File: src/sv/rbd_pkg.sv
// Package for the ring buffer deque: sizes, command and status codes,
// item structures and the per-cell control structure. No dependencies.
package rbd_pkg;

	localparam int DEPTH = 16;
	localparam int CNT_W = $clog2(DEPTH + 1);
	localparam int IDX_W = $clog2(DEPTH);
	localparam int WORD_W = 32;

	typedef enum logic [2:0] {
		CMD_PUSH_BACK  = 3'd0,
		CMD_PUSH_FRONT = 3'd1,
		CMD_POP_BACK   = 3'd2,
		CMD_POP_FRONT  = 3'd3,
		CMD_PEEK_BACK  = 3'd4,
		CMD_PEEK_FRONT = 3'd5
	} cmd_t;

	typedef enum logic [1:0] {
		ST_DONE  = 2'd0,
		ST_FULL  = 2'd1,
		ST_EMPTY = 2'd2
	} status_t;

	localparam logic signed [WORD_W-1:0] EMPTY_DATA = -32'sd1;

	typedef struct packed {
		logic [2:0]               command;
		logic signed [WORD_W-1:0] push_value;
	} cmd_item_t;

	typedef struct packed {
		logic signed [WORD_W-1:0] read_data;
		logic [1:0]               status;
		logic                     is_empty;
		logic                     is_full;
		logic [4:0]               occupancy;
	} rsp_item_t;

	// What one cell loads at the next edge; all clear means hold.
	typedef struct packed {
		logic take_left;
		logic take_right;
		logic take_new;
	} cell_ctrl_t;

endpackage

File: src/sv/rbd_cell.sv
// One storage cell of the deque row: holds a word and loads from either
// neighbour or from the pushed word. Depends on rbd_pkg.
module rbd_cell (
	input  logic                             clk,
	input  rbd_pkg::cell_ctrl_t              ctrl,
	input  logic signed [rbd_pkg::WORD_W-1:0] left_data,
	input  logic signed [rbd_pkg::WORD_W-1:0] right_data,
	input  logic signed [rbd_pkg::WORD_W-1:0] new_data,
	output logic signed [rbd_pkg::WORD_W-1:0] data
);
	import rbd_pkg::*;

	logic signed [WORD_W-1:0] data_q;

	always_ff @(posedge clk) begin
		if (ctrl.take_new) begin
			data_q <= new_data;
		end else if (ctrl.take_left) begin
			data_q <= left_data;
		end else if (ctrl.take_right) begin
			data_q <= right_data;
		end
	end

	assign data = data_q;

endmodule

File: src/sv/rbd_row.sv
// Row of deque cells with the fill count and the command decode that
// steers every cell. Depends on rbd_pkg and rbd_cell.
module rbd_row (
	input  logic                              clk,
	input  logic                              arst_n,
	input  logic                              step,
	input  rbd_pkg::cmd_item_t                cmd,
	output rbd_pkg::rsp_item_t                rsp
);
	import rbd_pkg::*;

	logic [CNT_W-1:0]         count_q;
	logic [CNT_W-1:0]         count_nxt;
	logic [CNT_W-1:0]         count_m1;
	logic                     empty;
	logic                     full;
	logic                     do_add_rear;
	logic                     do_add_head;
	logic                     do_take_head;
	logic signed [WORD_W-1:0] cell_data [DEPTH];
	logic signed [WORD_W-1:0] back_data;
	logic signed [WORD_W-1:0] read_data;
	logic [1:0]               status;

	assign empty    = (count_q == '0);
	assign full     = (count_q == CNT_W'(DEPTH));
	assign count_m1 = count_q - CNT_W'(1);
	assign back_data = cell_data[count_m1[IDX_W-1:0]];

	always_comb begin
		do_add_rear  = 1'b0;
		do_add_head  = 1'b0;
		do_take_head = 1'b0;
		read_data    = '0;
		status       = ST_DONE;
		count_nxt    = count_q;
		case (cmd.command)
			CMD_PUSH_BACK, CMD_PUSH_FRONT: begin
				if (full) begin
					status = ST_FULL;
				end else begin
					do_add_rear = (cmd.command == CMD_PUSH_BACK);
					do_add_head = (cmd.command == CMD_PUSH_FRONT);
					count_nxt   = count_q + CNT_W'(1);
				end
			end
			CMD_POP_BACK, CMD_POP_FRONT, CMD_PEEK_BACK, CMD_PEEK_FRONT: begin
				if (empty) begin
					status    = ST_EMPTY;
					read_data = EMPTY_DATA;
				end else begin
					if (cmd.command == CMD_POP_BACK || cmd.command == CMD_PEEK_BACK) begin
						read_data = back_data;
					end else begin
						read_data = cell_data[0];
					end
					if (cmd.command == CMD_POP_BACK || cmd.command == CMD_POP_FRONT) begin
						count_nxt = count_m1;
					end
					do_take_head = (cmd.command == CMD_POP_FRONT);
				end
			end
			default: begin
			end
		endcase
	end

	// Front of the deque is always cell 0, the back is cell count-1.
	// Popping at the back only lowers the count; the stale word is never read.
	for (genvar i = 0; i < DEPTH; i++) begin : g_cell
		cell_ctrl_t               ctrl;
		logic signed [WORD_W-1:0] left_in;
		logic signed [WORD_W-1:0] right_in;

		assign ctrl.take_new   = step & ((do_add_rear && count_q == CNT_W'(i)) ||
			(do_add_head && i == 0));
		assign ctrl.take_left  = step & do_add_head & (i != 0);
		assign ctrl.take_right = step & do_take_head;
		assign left_in  = (i == 0) ? cmd.push_value : cell_data[(i == 0) ? 0 : i - 1];
		assign right_in = (i == DEPTH - 1) ? cell_data[i] :
			cell_data[(i == DEPTH - 1) ? i : i + 1];

		rbd_cell u_cell (
			.clk        (clk),
			.ctrl       (ctrl),
			.left_data  (left_in),
			.right_data (right_in),
			.new_data   (cmd.push_value),
			.data       (cell_data[i])
		);
	end

	always_ff @(posedge clk or negedge arst_n) begin
		if (!arst_n) begin
			count_q <= '0;
		end else if (step) begin
			count_q <= count_nxt;
		end
	end

	assign rsp.read_data = read_data;
	assign rsp.status    = status;
	assign rsp.is_empty  = (count_nxt == '0);
	assign rsp.is_full   = (count_nxt == CNT_W'(DEPTH));
	assign rsp.occupancy = 5'(count_nxt);

endmodule

File: src/sv/ring_buffer_deque_top.sv
// Top level of the ring buffer deque: command channel in, response channel
// out, a two-entry response buffer. Depends on rbd_pkg and rbd_row.
//
// Usage: the sender presents a command item on cmd_item with cmd_valid;
// it is taken at a rising edge where cmd_valid is high and cmd_stall low.
// Commands are push back, push front, pop back, pop front, peek back and
// peek front on a deque of DEPTH words held in a row of cells, cell 0
// being the front. Every command item yields exactly one response item on
// rsp_item, with rsp_valid, taken when rsp_stall is low.
// An accepted command's response is registered, in the skid register
// if the receiver stalls. Throughput is one command per cycle while
// cmd_stall is low; the cells shift or load in the same cycle the
// command is decoded; the fill count is the only loop between commands.
// When the receiver stalls, the response waits in the output register and
// one further command is still accepted into a skid register; only with
// both occupied is cmd_stall raised, so nothing is lost or repeated.
// Reset (arst_n low) empties the deque and both response registers; the
// stored words themselves are not cleared and are never read before write.
module ring_buffer_deque_top (
	input  logic                 clk,
	input  logic                 arst_n,
	input  logic                 cmd_valid,
	output logic                 cmd_stall,
	input  rbd_pkg::cmd_item_t   cmd_item,
	output logic                 rsp_valid,
	input  logic                 rsp_stall,
	output rbd_pkg::rsp_item_t   rsp_item
);
	import rbd_pkg::*;

	logic      accept;
	logic      rsp_take;
	rsp_item_t row_rsp;
	rsp_item_t rsp_q;
	rsp_item_t skid_q;
	logic      rsp_valid_q;
	logic      skid_valid_q;

	// The skid register being full is the only reason to hold off commands.
	assign cmd_stall = skid_valid_q;
	assign accept    = cmd_valid & ~skid_valid_q;
	assign rsp_take  = rsp_valid_q & ~rsp_stall;

	rbd_row u_row (
		.clk    (clk),
		.arst_n (arst_n),
		.step   (accept),
		.cmd    (cmd_item),
		.rsp    (row_rsp)
	);

	// Control flags of the response buffer.
	always_ff @(posedge clk or negedge arst_n) begin
		if (!arst_n) begin
			rsp_valid_q  <= 1'b0;
			skid_valid_q <= 1'b0;
		end else if (skid_valid_q) begin
			if (rsp_take) begin
				skid_valid_q <= 1'b0;
			end
		end else if (accept) begin
			if (rsp_valid_q && !rsp_take) begin
				skid_valid_q <= 1'b1;
			end else begin
				rsp_valid_q <= 1'b1;
			end
		end else if (rsp_take) begin
			rsp_valid_q <= 1'b0;
		end
	end

	// Payload of the response buffer; the older item always sits in rsp_q.
	always_ff @(posedge clk) begin
		if (skid_valid_q) begin
			if (rsp_take) begin
				rsp_q <= skid_q;
			end
		end else if (accept) begin
			if (rsp_valid_q && !rsp_take) begin
				skid_q <= row_rsp;
			end else begin
				rsp_q <= row_rsp;
			end
		end
	end

	assign rsp_valid = rsp_valid_q;
	assign rsp_item  = rsp_q;

endmodule

File: config.mk
export PLATFORM = sky130hd
export DESIGN_NAME = ring_buffer_deque_top
export DESIGN_NICKNAME = d
export VERILOG_FILES = /design/src/sv/rbd_pkg.sv /design/src/sv/rbd_cell.sv /design/src/sv/rbd_row.sv /design/src/sv/ring_buffer_deque_top.sv
export SDC_FILE = /design/constraint.sdc
export NUM_CORES = 1
export LEC_CHECK = 0
export ABC_CLOCK_PERIOD_IN_PS = 8200
export BUFFER_PORTS_ARGS = -buffer_cell sky130_fd_sc_hd__buf_2
export CAP_MARGIN = 20
export CORE_MARGIN = 2
export CORE_UTILIZATION = 35
export CTS_CLUSTER_SIZE = 8
export DETAILED_ROUTE_END_ITERATION = 10
export GPL_ROUTABILITY_DRIVEN = 0
export HOLD_SLACK_MARGIN = 0.03
export PLACE_DENSITY_LB_ADDON = 0.25
export SYNTH_ARGS = -nofsm -noshare
export SYNTH_HDL_FRONTEND = slang
export SYNTH_SLANG_ARGS = --single-unit
File: constraint.sdc
create_clock -name clk -period 8.2 [get_ports clk]
set_input_delay 1.64 -clock clk [delete_from_list [all_inputs] [get_ports clk]]
set_output_delay 1.64 -clock clk [all_outputs]
set_load 0.01 [all_outputs]
==> qor.txt <==
Run status: complete, no violations
Most frequent CP cell: buf_4
Total die area: 98600 sq um
Post-route minimum period: 5.18 ns
# resized after CTS: 0
Proportion of layout cells with a drive suffix above 1: 17.8%
Vias after detailed routing: 22600
Main synth FF type: edfxtp_1
Highest net fanout along the worst path: 53
Part of the total power dissipated in sequential elements: 36.0%
Layout overhead on the synthesized area: 11.1%
Sequential-to-total area share from yosys stat: 53.6%
Core box area: 95200 sq um
Crit path DAT: 5.52 ns
Post-synth EDFFs: 594
Leading post-synthesis cells by cell area: edfxtp_1, mux2i_1, mux4_2
Total number of clock tree sinks: 601
Sort of element at the end of the critical path: register
Worst-Skew Late Latency: 0.67 ns
Fin. max-slew vios: 0
Placed wire-length estimate after detailed placement: 57700 um
Drt wl/cell: 24.0 um
Setup TNS after final layout: 0 ns
Worst voltage drop across the vdd grid: 0.000446 V
Net switching share of the total power: 34.3%
Clock network fraction of total power: 27.6%
Number of DRC violations after detailed-routing iteration 0: 2095
Leading area contributor after synthesis: edfxtp_1
Post-route DRC: 0
Instance count of the mapped netlist: 2798
Leak pwr: 15.5 nW
Total power divided by cell area: 308 nW/um^2
Length of the first detailed-routing pass in iterations: 7
Leading cell type by number of instances after synthesis: edfxtp_1
Actual transition at the worst max-transition pin: 1.15 ns
Design internal power: 7.57 mW
Largest incremental delay on the critical path: 0.78 ns
Crit path buffers/inverters: 4
Post-CTS setup buffer count: 0
Remaining global-route overflow: 0
Routed via count divided by cell count: 5.60
Worst R2R Start: u_row.count_q[0]
Number of maximum-capacitance constraint violations: 0
CTS tree: yes
Starting Density: 35.3%
Number of buffers added by the clock tree synthesis step: 85
Fmax: 0.193 GHz
Worst path slowest cell: buf_4
Commonest cells post-synth: edfxtp_1, a21oi_1, nor2_1, mux2i_1, clkbuf_1
Maximum count of clock buffers along a single path: 3
Setup crit start: u_row.count_q[0]
Number of global-route vias before repair: 22600
Routed wire length: 96800 um
Post-Synthesis Mean Instance Area: 12.0 sq um
Die height: 314 um
Type of the worst min-delay path: register to register
Global-route wire length before repair: 147000 um
Beginning of the worst hold path: skid_q[5]
Slew Limit Headroom: 23.3%
Clk pin slew, worst setup/hold paths: 0.05 ns
Worst slack on hold paths: 0.526 ns
Count of final hold-check violations: 0
Width of the die: 314 um
Worst path cell trace: inv_2, buf_4, ha_4, nor3b_2, a21oi_1, nand3_4, buf_4, buf_4, mux2i_1, a21oi_1
Final worst path period share: 63.2%
Nets@finish: 2800
Number of distinct library cell variants in the gate-level netlist after synthesis: 55
Initial antenna violation count: 2
Share of synthesized registers carrying an async set or reset: 1.16%
Yosys warning total: 0
Share of Yosys cell area claimed by the top area cell type: 53.0%
Startpoint Class: register
Largest net degree at the start of global routing: 141
Total of endpoints with negative setup slack in the final report: 0
Logic gate share of total power: 36.4%
Number of nets in the synthesized netlist: 2843
Crit-path leading delay family: buffers and inverters
IO Pins: 82
Antenna violation net count after detailed routing: 0
Number of storage elements in the synthesis netlist: 601
Clock tree skew after final layout: 0.0388 ns
Number of buffers added to fix hold violations after cts: 0
Total Routing Usage GR: 19.5%
Required time at the worst-slack endpoint: 8.54 ns
Switching power of the nets: 3.96 mW
Post-Syn Area: 33600 sq um
CTS H-Tree Depth: 3
Number of I/O port buffers: 81
RSZ-0062 raised after global routing: no
Number of core rows: 113
Worst Path Class, Setup: register to register
Root cell of the clock tree: clkbuf_16
## per-stage QoR
stage	instance area, sq um	worst slack [ns]	std cells	utilization (%)	total power, mW
finish	37400	3.02	4037	39.3	11.5
global route	37400	2.76	4036	39.3	12.1
CTS	37300	3.09	4035	39.2	11.6
detailed placement	35100	2.85	3932	36.8	8.41
global placement	35100	2.95	3932	36.8	8.33
floorplan	33600	3.64	2798	-	7.05
## tightest hold or removal path: stages, from the launching register on
cell      delay [ns]
edfxtp_1        0.32
nand2_1         0.05
o41ai_1         0.05
## cell type report
cell class,count,area [sq um]
fill,8870,57800
sequential,601,18000
multi-input combinational,1931,14600
clock buffer,95,2190
tap,1265,1580
timing repair buffer,126,793
clock inverter,8,109
inverter,10,37.5
antenna,1,2.50
## path summary, 6_finish.rpt
check / end / slack, ns / depth (start not counted)
min in group asynchronous: u_row.count_q[3] / 0.82 / 1
setup reg to reg: u_row.g_cell[13].u_cell.data[22] / 3.02 / 10
setup / recovery: u_row.g_cell[13].u_cell.data[22] / 3.02 / 10
max in group asynchronous: u_row.count_q[0] / 7.19 / 1
hold reg to reg: rsp_item[5] / 0.53 / 2
hold / removal: rsp_item[5] / 0.53 / 2
## cells by family after synthesis
kind of cell,count (synthesis),share of synthesized area [%]
XOR/XNOR,5,0.130
flip-flops,601,53.6
buffers and inverters,266,3.37
AND/OR/NAND/NOR,597,7.10
adder cells (fa/ha/maj),6,0.223
multiplexers,711,26.3
AO/OA/AOI/OAI,612,9.30
## power by group through the flow
stage	sequential [mW]	clock (mW)	combinational [mW]
after floorplan	4.14	0	2.91
after global placement	4.19	0	4.13
after detailed placement	4.21	0	4.20
after CTS	4.15	3.26	4.21
after global routing	4.19	3.38	4.49
final	4.15	3.19	4.19
## cells in the final DEF (no fill, tap or decap), types with 2 or more instances in the layout
| cell | Yosys | final |
|---|---|---|
| edfxtp_1 | 594 | 594 |
| a21oi_1 | 522 | 521 |
| nor2_1 | 484 | 484 |
| mux2i_1 | 480 | 480 |
| mux4_2 | 128 | 128 |
| mux2_2 | 102 | 102 |
| clkbuf_16 | 0 | 86 |
| buf_2 | 57 | 81 |
| o21ai_1 | 47 | 47 |
| nand2_1 | 70 | 46 |
| buf_4 | 15 | 41 |
| o21ai_0 | 24 | 24 |
| nand2_2 | 0 | 24 |
| inv_1 | 9 | 9 |
| clkbuf_1 | 174 | 9 |
| nand2b_1 | 6 | 6 |
| ha_1 | 6 | 5 |
| dfrtp_1 | 7 | 5 |
| nand3_4 | 0 | 4 |
| nand4_1 | 4 | 4 |
| buf_12 | 0 | 4 |
| and3_1 | 4 | 3 |
| or2_2 | 3 | 3 |
| nor3_1 | 3 | 3 |
| nand3_1 | 7 | 3 |
| o31ai_1 | 3 | 3 |
| nor2b_1 | 2 | 2 |
| a31oi_1 | 2 | 2 |
| xor2_1 | 3 | 2 |
| nor4b_1 | 2 | 2 |
| xnor2_1 | 2 | 2 |
| nor4_2 | 2 | 2 |
| o41ai_1 | 2 | 2 |
| inv_6 | 0 | 2 |
| clkinv_8 | 0 | 2 |
## flip-flops by register name, indices dropped and copies added, names as in the netlist
| name | flops |
|---|---|
| skid_q | 41 |
| u_row.count_q | 5 |
| rsp_item | 41 |
| cmd_stall | 1 |
| rsp_valid | 1 |
| u_row.g_cell.u_cell.data | 512 |
## per-layer routing
| layer | part of all wire [%] | vias up | routed length (um) | global-route usage [%] |
|---|---|---|---|---|
| met1 | 45 | 11300 | 43800 | 27.2 |
| met5 | 0 | - | 0 | 0 |
| li1 | - | 10400 | - | - |
| met2 | 47 | 750 | 45100 | 31.2 |
| met4 | 2.3 | 0 | 2200 | 5.97 |
| met3 | 5.9 | 133 | 5680 | 3.17 |
(Power assumes the default switching activity.)
